File: config.mk
export PLATFORM = sky130hd
export DESIGN_NAME = windowed_rms_current_ema_top
export DESIGN_NICKNAME = d
export VERILOG_FILES = /design/src/sv/wrce_pkg.sv /design/src/sv/windowed_rms_current_ema_top.sv /design/src/sv/wrce_mul.sv /design/src/sv/wrce_divsqrt.sv
export VERILOG_INCLUDE_DIRS = /design/src /design/src/sv
export SDC_FILE = /design/constraint.sdc
export NUM_CORES = 2
export LEC_CHECK = 0
export BUFFER_PORTS_ARGS = -buffer_cell sky130_fd_sc_hd__buf_2
export CAP_MARGIN = 20
export CORE_ASPECT_RATIO = 1.2
export CORE_MARGIN = 5
export CORE_UTILIZATION = 54
export CTS_CLUSTER_SIZE = 20
export DETAILED_ROUTE_END_ITERATION = 10
export PLACE_DENSITY = 0.73
export SYNTH_ARGS = -nofsm -noshare
export SYNTH_HDL_FRONTEND = slang
export SYNTH_HIERARCHICAL = 1
export SYNTH_SLANG_ARGS = --single-unit
export TNS_END_PERCENT = 50
File: constraint.sdc
create_clock -name clk -period 9.1 [get_ports clk]
set_clock_uncertainty 0.2 [all_clocks]
set_input_delay 0.91 -clock clk [delete_from_list [all_inputs] [get_ports clk]]
set_output_delay 0.91 -clock clk [all_outputs]
set_load 0.05 [all_outputs]
File: src/sv/windowed_rms_current_ema_top_macros.svh
// Assertion macros for the windowed RMS current meter.
`ifndef WINDOWED_RMS_CURRENT_EMA_TOP_MACROS_SVH
`define WINDOWED_RMS_CURRENT_EMA_TOP_MACROS_SVH

`ifndef SYNTHESIS
`define WRCE_ASSERT(label, expr, msg) \
	label: assert property (@(posedge clk) disable iff (!arst_n) (expr)) else $error(msg);
`define WRCE_ASSERT_IMP(label, ante, cons, msg) \
	label: assert property (@(posedge clk) disable iff (!arst_n) (ante) |-> (cons)) \
		else $error(msg);
`define WRCE_ASSERT_NXT(label, ante, cons, msg) \
	label: assert property (@(posedge clk) disable iff (!arst_n) (ante) |=> (cons)) \
		else $error(msg);
`else
`define WRCE_ASSERT(label, expr, msg)
`define WRCE_ASSERT_IMP(label, ante, cons, msg)
`define WRCE_ASSERT_NXT(label, ante, cons, msg)
`endif

`endif

File: src/sv/wrce_pkg.sv
`default_nettype none
package wrce_pkg;

	localparam int SUM_W   = 44;
	localparam int ROOT_W  = 22;
	localparam int ITER_W  = 6;
	localparam int MUL_A_W = 30;
	localparam int MUL_B_W = 20;
	localparam int MUL_P_W = MUL_A_W + MUL_B_W;
	localparam int CUR_W   = 32;
	localparam int CFG_IDX_W  = 3;
	localparam int CFG_DATA_W = 20;

	localparam logic [CFG_IDX_W-1:0] CFG_ZERO_OFFSET  = 3'd0;
	localparam logic [CFG_IDX_W-1:0] CFG_NOISE_GATE   = 3'd1;
	localparam logic [CFG_IDX_W-1:0] CFG_COUNT_GAIN   = 3'd2;
	localparam logic [CFG_IDX_W-1:0] CFG_SCALE_FACTOR = 3'd3;
	localparam logic [CFG_IDX_W-1:0] CFG_CAL_VALID    = 3'd4;
	localparam logic [CFG_IDX_W-1:0] CFG_MAX_CURRENT  = 3'd5;

	localparam logic [15:0] ZERO_OFFSET_RST  = 16'd32768;
	localparam logic [14:0] NOISE_GATE_RST   = 15'd160;
	localparam logic [19:0] COUNT_GAIN_RST   = 20'd73080;
	localparam logic [15:0] SCALE_FACTOR_RST = 16'd16384;
	localparam logic [19:0] MAX_CURRENT_RST  = 20'd655360;

	localparam logic [15:0] ALPHA_Q16     = 16'd19661;
	localparam logic [15:0] ONE_MINUS_Q16 = 16'd45875;

	typedef enum logic [4:0] {
		ST_IDLE,
		ST_MAG,
		ST_SQ,
		ST_ACC,
		ST_DIVS,
		ST_DIVW,
		ST_SQS,
		ST_SQW,
		ST_GAIN,
		ST_GRND,
		ST_SCL,
		ST_SRND,
		ST_REJ,
		ST_EMA1,
		ST_EMA2,
		ST_EMA3,
		ST_EMIT
	} state_t;

	typedef struct packed {
		logic start;
		logic sqrt;
	} ds_req_t;

	typedef struct packed {
		logic busy;
		logic done;
	} ds_stat_t;

endpackage
`default_nettype wire

File: src/sv/windowed_rms_current_ema_top.sv
// Sample word: from accept to ready again it steps through latch, magnitude, square, accumulate.
// Window-end word: the result word is registered after the 44-step division and 22-step
// square root of the shared shift-subtract unit (skipped for an empty window) and the
// shared 30x20 multiplier (gain, calibration, two EMA products); a stalled result waits in emit.
// Input stalls whenever the sequencer is not idle, so a new word waits for the last to finish.
// Reset: asynchronous; sum, count and filter clear, first window set, registers to defaults.
`default_nettype none
`include "windowed_rms_current_ema_top_macros.svh"
module windowed_rms_current_ema_top #(
	parameter int MAX_WINDOW_SAMPLES = 8192
) (
	input  wire logic                            clk,
	input  wire logic                            arst_n,
	input  wire logic                            cfg_valid,
	output logic                                 cfg_ready,
	input  wire logic [wrce_pkg::CFG_IDX_W-1:0]  cfg_index,
	input  wire logic [wrce_pkg::CFG_DATA_W-1:0] cfg_data,
	input  wire logic                            in_valid,
	output logic                                 in_stall,
	input  wire logic [11:0]                     sample,
	input  wire logic                            read_ok,
	input  wire logic                            window_end,
	output logic                                 out_valid,
	input  wire logic                            out_stall,
	output logic      [19:0]                     filtered_current,
	output logic      [19:0]                     window_current,
	output logic                                 reading_rejected,
	output logic      [13:0]                     window_samples
);
	import wrce_pkg::*;

	localparam int CNT_W = $clog2(MAX_WINDOW_SAMPLES + 1);
	localparam logic [CNT_W-1:0] CNT_MAX = CNT_W'(MAX_WINDOW_SAMPLES);

	state_t state_q, state_d;

	logic [15:0] zoff_q;
	logic [14:0] gate_q;
	logic [19:0] gain_q;
	logic [15:0] scale_q;
	logic        cal_q;
	logic [19:0] max_q;

	logic [SUM_W-1:0] sum_q;
	logic [CNT_W-1:0] cnt_q;
	logic [19:0]      filt_q;
	logic             first_q;

	logic [11:0]       sample_q;
	logic              ok_q;
	logic              wend_q;
	logic              take_q;
	logic [15:0]       mag_q;
	logic [ROOT_W-1:0] rms_q;
	logic [CUR_W-1:0]  cur_q;
	logic              rej_q;
	logic [19:0]       cur20_q;
	logic [19:0]       nf_q;
	logic [35:0]       acc_q;

	logic        out_valid_q;
	logic [19:0] out_filt_q;
	logic [19:0] out_cur_q;
	logic        out_rej_q;
	logic [13:0] out_cnt_q;

	logic [MUL_A_W-1:0] mul_a;
	logic [MUL_B_W-1:0] mul_b;
	logic [MUL_P_W-1:0] prod_q;
	ds_req_t            ds_req;
	ds_stat_t           ds_stat;
	logic [SUM_W-1:0]   ds_quot;
	logic [ROOT_W-1:0]  ds_root;

	logic               in_acc;
	logic               emit_go;
	logic signed [17:0] diff;
	logic signed [17:0] diff_c;
	logic        [17:0] diff_abs;
	logic        [15:0] mag;
	logic [SUM_W:0]     sum_add;
	logic [42:0]        grnd;
	logic [46:0]        srnd;
	logic [36:0]        ema_sum;
	logic               rej;
	logic [19:0]        cur20;
	logic [CNT_W+13:0]  cnt_ext;

	wrce_mul u_mul (
		.clk (clk),
		.a   (mul_a),
		.b   (mul_b),
		.p_q (prod_q)
	);

	wrce_divsqrt #(
		.CNT_W (CNT_W)
	) u_divsqrt (
		.clk     (clk),
		.arst_n  (arst_n),
		.req     (ds_req),
		.operand ((state_q == ST_SQS) ? ds_quot : sum_q),
		.divisor (cnt_q),
		.stat    (ds_stat),
		.quot    (ds_quot),
		.root    (ds_root)
	);

	assign cfg_ready = 1'b1;
	assign in_stall  = (state_q != ST_IDLE);
	assign in_acc    = in_valid && !in_stall;
	assign emit_go   = !out_valid_q || !out_stall;

	always_comb begin
		diff   = $signed({2'b00, sample_q, 4'b0000}) - $signed({2'b00, zoff_q});
		diff_c = diff;
		if (diff > 18'sd32752) begin
			diff_c = 18'sd32752;
		end
		if (diff < -18'sd32768) begin
			diff_c = -18'sd32768;
		end
		diff_abs = diff_c[17] ? 18'(-diff_c) : 18'(diff_c);
		mag      = (diff_abs[15:0] < {1'b0, gate_q}) ? 16'd0 : diff_abs[15:0];
		sum_add  = {1'b0, sum_q} + (SUM_W+1)'(prod_q[30:0]);
		grnd     = {1'b0, prod_q[41:0]} + 43'd2048;
		srnd     = {1'b0, prod_q[45:0]} + 47'd8192;
		ema_sum  = {1'b0, acc_q} + {1'b0, prod_q[35:0]} + 37'd32768;
		rej      = cur_q > {12'd0, max_q};
		cur20    = rej ? 20'd0 : cur_q[19:0];
		cnt_ext  = {14'd0, cnt_q};
	end

	always_comb begin
		state_d = state_q;
		unique case (state_q)
			ST_IDLE: begin
				if (in_acc) begin
					state_d = ST_MAG;
				end
			end
			ST_MAG:  state_d = ST_SQ;
			ST_SQ:   state_d = ST_ACC;
			ST_ACC:  state_d = wend_q ? ST_DIVS : ST_IDLE;
			ST_DIVS: state_d = (cnt_q == '0) ? ST_GAIN : ST_DIVW;
			ST_DIVW: begin
				if (ds_stat.done) begin
					state_d = ST_SQS;
				end
			end
			ST_SQS:  state_d = ST_SQW;
			ST_SQW: begin
				if (ds_stat.done) begin
					state_d = ST_GAIN;
				end
			end
			ST_GAIN: state_d = ST_GRND;
			ST_GRND: state_d = cal_q ? ST_SCL : ST_REJ;
			ST_SCL:  state_d = ST_SRND;
			ST_SRND: state_d = ST_REJ;
			ST_REJ:  state_d = first_q ? ST_EMIT : ST_EMA1;
			ST_EMA1: state_d = ST_EMA2;
			ST_EMA2: state_d = ST_EMA3;
			ST_EMA3: state_d = ST_EMIT;
			ST_EMIT: begin
				if (emit_go) begin
					state_d = ST_IDLE;
				end
			end
			default: state_d = ST_IDLE;
		endcase
	end

	always_comb begin
		mul_a        = '0;
		mul_b        = '0;
		ds_req.start = 1'b0;
		ds_req.sqrt  = 1'b0;
		unique case (state_q)
			ST_SQ: begin
				mul_a = MUL_A_W'(mag_q);
				mul_b = MUL_B_W'(mag_q);
			end
			ST_DIVS: begin
				ds_req.start = (cnt_q != '0);
			end
			ST_SQS: begin
				ds_req.start = 1'b1;
				ds_req.sqrt  = 1'b1;
			end
			ST_GAIN: begin
				mul_a = MUL_A_W'(rms_q);
				mul_b = gain_q;
			end
			ST_SCL: begin
				mul_a = cur_q[MUL_A_W-1:0];
				mul_b = MUL_B_W'(scale_q);
			end
			ST_EMA1: begin
				mul_a = MUL_A_W'(cur20_q);
				mul_b = MUL_B_W'(ALPHA_Q16);
			end
			ST_EMA2: begin
				mul_a = MUL_A_W'(filt_q);
				mul_b = MUL_B_W'(ONE_MINUS_Q16);
			end
			default: begin
				mul_a = '0;
			end
		endcase
	end

	always_ff @(posedge clk or negedge arst_n) begin
		if (!arst_n) begin
			zoff_q  <= ZERO_OFFSET_RST;
			gate_q  <= NOISE_GATE_RST;
			gain_q  <= COUNT_GAIN_RST;
			scale_q <= SCALE_FACTOR_RST;
			cal_q   <= 1'b0;
			max_q   <= MAX_CURRENT_RST;
		end else if (cfg_valid && cfg_ready) begin
			unique case (cfg_index)
				CFG_ZERO_OFFSET:  zoff_q  <= cfg_data[15:0];
				CFG_NOISE_GATE:   gate_q  <= cfg_data[14:0];
				CFG_COUNT_GAIN:   gain_q  <= cfg_data;
				CFG_SCALE_FACTOR: scale_q <= cfg_data[15:0];
				CFG_CAL_VALID:    cal_q   <= cfg_data[0];
				CFG_MAX_CURRENT:  max_q   <= cfg_data;
				default: begin
				end
			endcase
		end
	end

	always_ff @(posedge clk or negedge arst_n) begin
		if (!arst_n) begin
			state_q     <= ST_IDLE;
			sum_q       <= '0;
			cnt_q       <= '0;
			filt_q      <= '0;
			first_q     <= 1'b1;
			out_valid_q <= 1'b0;
		end else begin
			state_q <= state_d;
			if (out_valid_q && !out_stall && !(state_q == ST_EMIT && emit_go)) begin
				out_valid_q <= 1'b0;
			end
			if (state_q == ST_ACC && take_q) begin
				cnt_q <= cnt_q + 1'b1;
				if (ok_q) begin
					sum_q <= sum_add[SUM_W] ? {SUM_W{1'b1}} : sum_add[SUM_W-1:0];
				end
			end
			if (state_q == ST_EMIT && emit_go) begin
				out_valid_q <= 1'b1;
				filt_q      <= nf_q;
				first_q     <= 1'b0;
				sum_q       <= '0;
				cnt_q       <= '0;
			end
		end
	end

	always_ff @(posedge clk) begin
		case (state_q)
			ST_IDLE: begin
				if (in_acc) begin
					sample_q <= sample;
					ok_q     <= read_ok;
					wend_q   <= window_end;
					take_q   <= cnt_q < CNT_MAX;
				end
			end
			ST_MAG:  mag_q <= mag;
			ST_DIVS: rms_q <= '0;
			ST_SQW: begin
				if (ds_stat.done) begin
					rms_q <= ds_root;
				end
			end
			ST_GRND: cur_q <= CUR_W'(grnd[42:12]);
			ST_SRND: cur_q <= srnd[45:14];
			ST_REJ: begin
				rej_q   <= rej;
				cur20_q <= cur20;
				nf_q    <= cur20;
			end
			ST_EMA2: acc_q <= prod_q[35:0];
			ST_EMA3: nf_q  <= ema_sum[35:16];
			ST_EMIT: begin
				if (emit_go) begin
					out_filt_q <= nf_q;
					out_cur_q  <= cur20_q;
					out_rej_q  <= rej_q;
					out_cnt_q  <= cnt_ext[13:0];
				end
			end
			default: begin
			end
		endcase
	end

	assign out_valid        = out_valid_q;
	assign filtered_current = out_filt_q;
	assign window_current   = out_cur_q;
	assign reading_rejected = out_rej_q;
	assign window_samples   = out_cnt_q;

	`WRCE_ASSERT(a_count_bound, cnt_q <= CNT_MAX, "sample count above window maximum")
	`WRCE_ASSERT_IMP(a_rejected_zero, out_valid_q && out_rej_q, out_cur_q == 20'd0,
		"rejected word carries nonzero current")
	`WRCE_ASSERT_NXT(a_accept_advance, in_acc, state_q == ST_MAG,
		"accepted word did not advance sequencer")

endmodule
`default_nettype wire

File: src/sv/wrce_mul.sv
`default_nettype none
module wrce_mul (
	input  wire logic                         clk,
	input  wire logic [wrce_pkg::MUL_A_W-1:0] a,
	input  wire logic [wrce_pkg::MUL_B_W-1:0] b,
	output logic      [wrce_pkg::MUL_P_W-1:0] p_q
);
	import wrce_pkg::*;

	always_ff @(posedge clk) begin
		p_q <= MUL_P_W'(a) * MUL_P_W'(b);
	end

endmodule
`default_nettype wire

File: src/sv/wrce_divsqrt.sv
`default_nettype none
`include "windowed_rms_current_ema_top_macros.svh"
module wrce_divsqrt #(
	parameter int CNT_W = 14
) (
	input  wire logic                        clk,
	input  wire logic                        arst_n,
	input  wire wrce_pkg::ds_req_t           req,
	input  wire logic [wrce_pkg::SUM_W-1:0]  operand,
	input  wire logic [CNT_W-1:0]            divisor,
	output wrce_pkg::ds_stat_t               stat,
	output logic      [wrce_pkg::SUM_W-1:0]  quot,
	output logic      [wrce_pkg::ROOT_W-1:0] root
);
	import wrce_pkg::*;

	localparam int RW = (CNT_W + 1 > 2 * ROOT_W - ROOT_W + 2) ? CNT_W + 1 : ROOT_W + 2;

	logic              busy_q;
	logic              done_q;
	logic              mode_q;
	logic [ITER_W-1:0] iter_q;
	logic [SUM_W-1:0]  val_q;
	logic [RW-1:0]     rem_q;
	logic [ROOT_W-1:0] root_q;
	logic [CNT_W-1:0]  den_q;

	logic [RW-1:0] op_a;
	logic [RW-1:0] op_b;
	logic [RW-1:0] diff;
	logic          ge;

	always_comb begin
		if (mode_q) begin
			op_a = {rem_q[RW-3:0], val_q[SUM_W-1 -: 2]};
			op_b = {{(RW-ROOT_W-2){1'b0}}, root_q, 2'b01};
		end else begin
			op_a = {rem_q[RW-2:0], val_q[SUM_W-1]};
			op_b = {{(RW-CNT_W){1'b0}}, den_q};
		end
		ge   = op_a >= op_b;
		diff = op_a - op_b;
	end

	always_ff @(posedge clk or negedge arst_n) begin
		if (!arst_n) begin
			busy_q <= 1'b0;
			done_q <= 1'b0;
			iter_q <= '0;
		end else begin
			done_q <= 1'b0;
			if (req.start) begin
				busy_q <= 1'b1;
				iter_q <= req.sqrt ? ITER_W'(ROOT_W) : ITER_W'(SUM_W);
			end else if (busy_q) begin
				iter_q <= iter_q - 1'b1;
				if (iter_q == ITER_W'(1)) begin
					busy_q <= 1'b0;
					done_q <= 1'b1;
				end
			end
		end
	end

	always_ff @(posedge clk) begin
		if (req.start) begin
			mode_q <= req.sqrt;
			val_q  <= operand;
			rem_q  <= '0;
			root_q <= '0;
			den_q  <= divisor;
		end else if (busy_q) begin
			rem_q <= ge ? diff : op_a;
			if (mode_q) begin
				val_q  <= {val_q[SUM_W-3:0], 2'b00};
				root_q <= {root_q[ROOT_W-2:0], ge};
			end else begin
				val_q <= {val_q[SUM_W-2:0], ge};
			end
		end
	end

	assign stat.busy = busy_q;
	assign stat.done = done_q;
	assign quot      = val_q;
	assign root      = root_q;

	`WRCE_ASSERT_IMP(a_start_when_free, req.start, !busy_q, "start while unit busy")
	`WRCE_ASSERT_IMP(a_iter_range, busy_q, (iter_q != '0) && (iter_q <= ITER_W'(SUM_W)),
		"iteration count out of range")
	`WRCE_ASSERT_NXT(a_finish, busy_q && (iter_q == ITER_W'(1)) && !req.start,
		done_q && !busy_q, "unit did not finish on last step")

endmodule
`default_nettype wire
# Word-level counts from Yosys, hierarchy flattened
# Cells that the tools add are included.
dict set report classes {
  addsub 10
  mul 1
  magnitude_cmp 6
  eq_ne 27
  n_mux 45
  reduce_logical 35
}
# operator count
set ops {}
lappend ops {{$mux 44} 8}
lappend ops {{$pmux 30 s5} 1}
lappend ops {{$pmux 20 s5} 1}
lappend ops {{$pmux 5 s17} 1}
lappend ops {{$pmux 32 s2} 1}
lappend ops {{$mux 24} 2}
lappend ops {{$add 46x14->46 const B} 1}
lappend ops {{$mul 30x20->46} 1}
lappend ops {{$add 44x31->45} 1}
lappend ops {{$pmux 22 s2} 1}
lappend ops {{$add 42x12->43 const B} 1}
lappend ops {{$eq 5x4->1 const B} 8}
lappend ops {{$pmux 20 s2} 1}
lappend ops {{$add 36x16->36 const B} 1}
lappend ops {{$add 36x36->36} 1}
lappend ops {{$mux 18} 2}
lappend ops {{$gt 32x20->1} 1}
lappend ops {{$mux 14} 2}
lappend ops {{$mux 5} 5}
lappend ops {{$ge 24x24->1} 1}
lappend ops {{$reduce_and 2->1} 12}
lappend ops {{$mux 23} 1}
lappend ops {{$sub 23x23->23} 1}
lappend ops {{$mux 22} 1}
lappend ops {{other kinds (35)} 68}
dict set report word_totals {
  reg_bits 548
  output_inout_bits 58
  word_cells 160
}

# Logic depth before layout (Yosys ltp)
dict set report depth {
  depth_word 7
  ltp_mapped 33
  ltp_nobuf 29
}

# By module
# Netlist, hierarchy kept.
# module n_inst cells_per_inst area_each_um2 seq_area_each_um2
set by_module_without_submodules {}
lappend by_module_without_submodules {windowed_rms_current_ema_top 1 2307 22826.9 10865.4}
lappend by_module_without_submodules {wrce_mul 1 2363 20821.2 1001.0}
lappend by_module_without_submodules {wrce_divsqrt 1 691 6585.1 2872.8}

# Least setup slack after synthesis
# Ideal clock, no wire load.
dict set report synth_timing {
  path_kind {reg2reg}
  from {register state_q[4]}
  to {register u_mul/p_q[43] (netlist name)}
  setup_ps 122
  arrival_ps 8393
  path_slack_ps 385
  stages_incl_launch_ff 29
  path_buffers 3
  synth_period_minus_slack_ps 8715
  path_cell_list {dfrtp_1 > clkbuf_1 > inv_1 > nand3_1 > nor2_1 > clkbuf_1 > a21oi_1 > nand3_1 > clkbuf_1 > nand2_1 > fa_1 > inv_1 > fa_1 > inv_1 > fa_1 > inv_1 > fa_1 > fa_1 > fa_1 > fa_1 > ha_1 > a21o_1 > o21bai_1 > a2111o_1 > a211o_1 > a41oi_2 > o21ai_2 > nand2b_1 > xor2_1}
}
dict set report synth_via {
  elab_chain_len 3
  word_cells_on_any_way 8
}
# item line
set synth_rtl {}
lappend synth_rtl {{from (decl)} windowed_rms_current_ema_top.sv:35} ;# state_t state_q, state_d;
lappend synth_rtl {{from (signal assigned)} windowed_rms_current_ema_top.sv:244} ;# state_q <= state_d;
lappend synth_rtl {{$eq 5x4->1 / $eq 5x2->1 (equally long branches)} windowed_rms_current_ema_top.sv:179} ;# unique case (state_q)
lappend synth_rtl {{$pmux 20 s5 (*)} windowed_rms_current_ema_top.sv:179}
lappend synth_rtl {{named net mul_b[13]} windowed_rms_current_ema_top.sv:68} ;# logic [MUL_B_W-1:0] mul_b;
lappend synth_rtl {{$mul 30x20->46 (*)} wrce_mul.sv:11} ;# p_q <= MUL_P_W'(a) * MUL_P_W'(b);
lappend synth_rtl {{to (signal assigned)} wrce_mul.sv:11}
lappend synth_rtl {{to (decl)} wrce_mul.sv:6} ;# output logic [wrce_pkg::MUL_P_W-1:0] p_q
# Mark *: on every way through the listed nets, which the timed path passes. The rest lies on a longest branch.
# A chain may end at the register's enable or synchronous reset.

# Worst setup path after layout
dict set report layout_timing {
  from {register state_q[2]}
  to {register u_mul/p_q[43] (netlist name)}
}
dict set report layout_via {
  elab_chain_len 3
  word_cells_on_any_way 8
}
# item line
set layout_rtl {}
lappend layout_rtl {{$eq 5x4->1 / $eq 5x2->1 (equally long branches)} windowed_rms_current_ema_top.sv:179}
lappend layout_rtl {{$pmux 30 s5 (*)} windowed_rms_current_ema_top.sv:179}
lappend layout_rtl {{named net mul_a[0]} windowed_rms_current_ema_top.sv:67} ;# logic [MUL_A_W-1:0] mul_a;
lappend layout_rtl {{$mul 30x20->46 (*)} wrce_mul.sv:11}
# Marks and branches as above.

==> impl_metrics.tcl <==
set metrics [dict create \
    die_area_um2 97900 \
    hold_class "input port to asynchronous set/reset pin" \
    min_period_ns 8.73 \
    clock_sinks 548 \
    nNetsFinal 6142 \
    fmax_ghz 0.115 \
    root_buffer "clkbuf_16" \
    gp_congestion 0.950 \
    hpwl_um 103000 \
    crit_fanout 17 \
    synthCells 5286 \
    ctsHoldBuffers 0 \
    grt_pass1_wl_um 214000 \
    required_ns 9.40 \
    crit_type "flop to flop" \
    cts_inserted_buffers 61 \
    drv_slew 0 \
    critPathLaunchType "flop" \
    die_w_um 286 \
    grtUsageTotal_pct 27.1 \
    via_count 38121 \
    hold_slack_ns 0.0551 \
    tightest_slew_ns 1.06 \
    ir_drop_uv 313 \
    endpoint_kind "flop" \
    cts_tree "done" \
    rsz0062_at_grt "true" \
    p_leak_nw 24.8 \
    setup_viol_count_final 0 \
    tns_ns 0 \
    drtIter0Drc 2798 \
    clkTransAtPathRegs_ns 0.06 \
    cts_max_path_buffers 3 \
    finalHoldViolCount 0 \
    detail_route.vias_per_cell 5.86 \
    syn_nets 6145 \
    area_delta_synth_final_pct 8.05 \
    post-route-period-util_pct 95.9 \
    postRouteAntennaNets 0 \
    htreeDepth 2 \
    status "finished clean" \
    drc 0 \
    layout-drive-gt1-share_pct 9.58 \
    max_stage_delay_ns 0.54 \
    grt_pass1_vias 39318 \
    antenna_found_initial 4 \
    critPathArrivalTime_ns 9.03 \
    grt_max_degree 87 \
    drt_pass1_iterations 6 \
    powerDensity_nw_per_um2 246 \
    cap_violations 0 \
    dieHeight_um 342 \
    ioPinCount 100 \
    syn_avg_cell_area_um2 9.37 \
    rows 121 \
    critPathLaunch "state_q[2]$_DFFE_PN0P_" \
    fin_util_pct 58.9 \
    n_fill_cell 7806 \
    slowest_stage "fa_1" \
    core_um2 90800 \
    crit-reg2reg-launch "state_q[2]$_DFFE_PN0P_" \
    clock_latency_ns 0.65 \
    wl_per_cell_um 20.4 \
    overflow 0 \
    synth_area_um2 49500 \
    max-slew-margin-rel_pct 29.5 \
    routed_wl_um 133000 \
    ys_warn_count 6 \
    port_buffers 98 \
    start_util_pct 54.5 \
]
## timing repair
item,in CTS,in global routing
gates resized for setup,0,8
setup buffers,0,3
endpoints found under the setup margin,0,18
## where the power goes
group	switching [mW]	internal, mW	leakage (nW)
logic	4.23	2.52	18.3
clock network	1.06	1.40	0.976
registers	0.564	3.37	5.47
total	5.85	7.30	24.8
## worst paths after layout
check / end / slack (ns) / cells after the start
max reg2reg: u_mul/p_q[43]$_DFF_P_ / 0.37 / 29
min in group clk: sample_q[0]$_DFFE_PP_ / 0.23 / 1
min reg2reg: reading_rejected$_DFFE_PP_ / 0.27 / 0
max in group asynchronous: gain_q[14]$_DFFE_PN0P_ / 6.60 / 3
max: u_mul/p_q[43]$_DFF_P_ / 0.37 / 29
min: cnt_q[13]$_DFFE_PN0P_ / 0.06 / 1
## layout by cell type (no fill, tap or decap), types with 79 or more instances in the layout
cell type,instances
and3_1,88
dfxtp_1,91
nand2_1,889
buf_2,97
fa_1,500
edfxtp_1,276
buf_4,112
dfrtp_1,165
ha_1,317
mux2_2,81
o21ai_0,214
a21oi_1,245
nor2_1,184
xnor2_1,99
xor2_1,79
inv_1,649
and2_1,309
## metrics by stage
step | setup WS [ns] | power, mW | cells | instance area [um2]
floorplan | 0.417 | 8.55 | 5286 | 49500
global placement | 0.385 | 10.4 | 6382 | 51400
detailed placement | 0.346 | 10.5 | 6382 | 51400
CTS | 0.251 | 13.1 | 6498 | 53400
global route | -0.0360 | 14.0 | 6504 | 53500
finish | 0.369 | 13.1 | 6505 | 53500
## registers in the layout (all words and copies together), names as in the netlist, 22 cells and up
| register | flops |
|---|---|
| u_mul/p_q | 46 |
| sum_q | 44 |
| u_divsqrt/quot | 44 |
| acc_q | 36 |
| cur_q | 32 |
| u_divsqrt/rem_q | 23 |
| rms_q | 22 |
| u_divsqrt/root | 22 |
## final cells by class
class | instances | area, um2 | share of cell area [%]
antenna | 1 | 2.50 | 0.00468
clock buffer | 75 | 1610 | 3.01
clock inverter | 41 | 380 | 0.711
inverter | 651 | 2450 | 4.57
multi-input combinational | 3796 | 31300 | 58.6
sequential | 548 | 14700 | 27.4
tap | 1168 | 1460 | 2.73
timing repair buffer | 225 | 1620 | 3.02
## worst max-delay path, delay by kind of cell (launching register included)
| family | cells | cell delay [ns] |
|---|---|---|
| AO/OA/AOI/OAI | 7 | 2.05 |
| XOR/XNOR | 1 | 0.15 |
| adder cells (fa/ha/maj) | 8 | 3.51 |
| buffers and inverters | 8 | 1.09 |
| flip-flops | 1 | 0.53 |
| AND/OR/NAND/NOR | 5 | 1.05 |
## metal layers
layer / vias to the layer above / global-route usage (%) / part of all wire (%)
li1: 17486 / - / -
met3: 346 / 5.48 / 7.6
met5: - / 0.550 / 0.020
met2: 1353 / 45.0 / 48
met1: 18932 / 35.4 / 41
met4: 4 / 9.82 / 4.0
No activity file was read; power rests on OpenSTA's default activity.
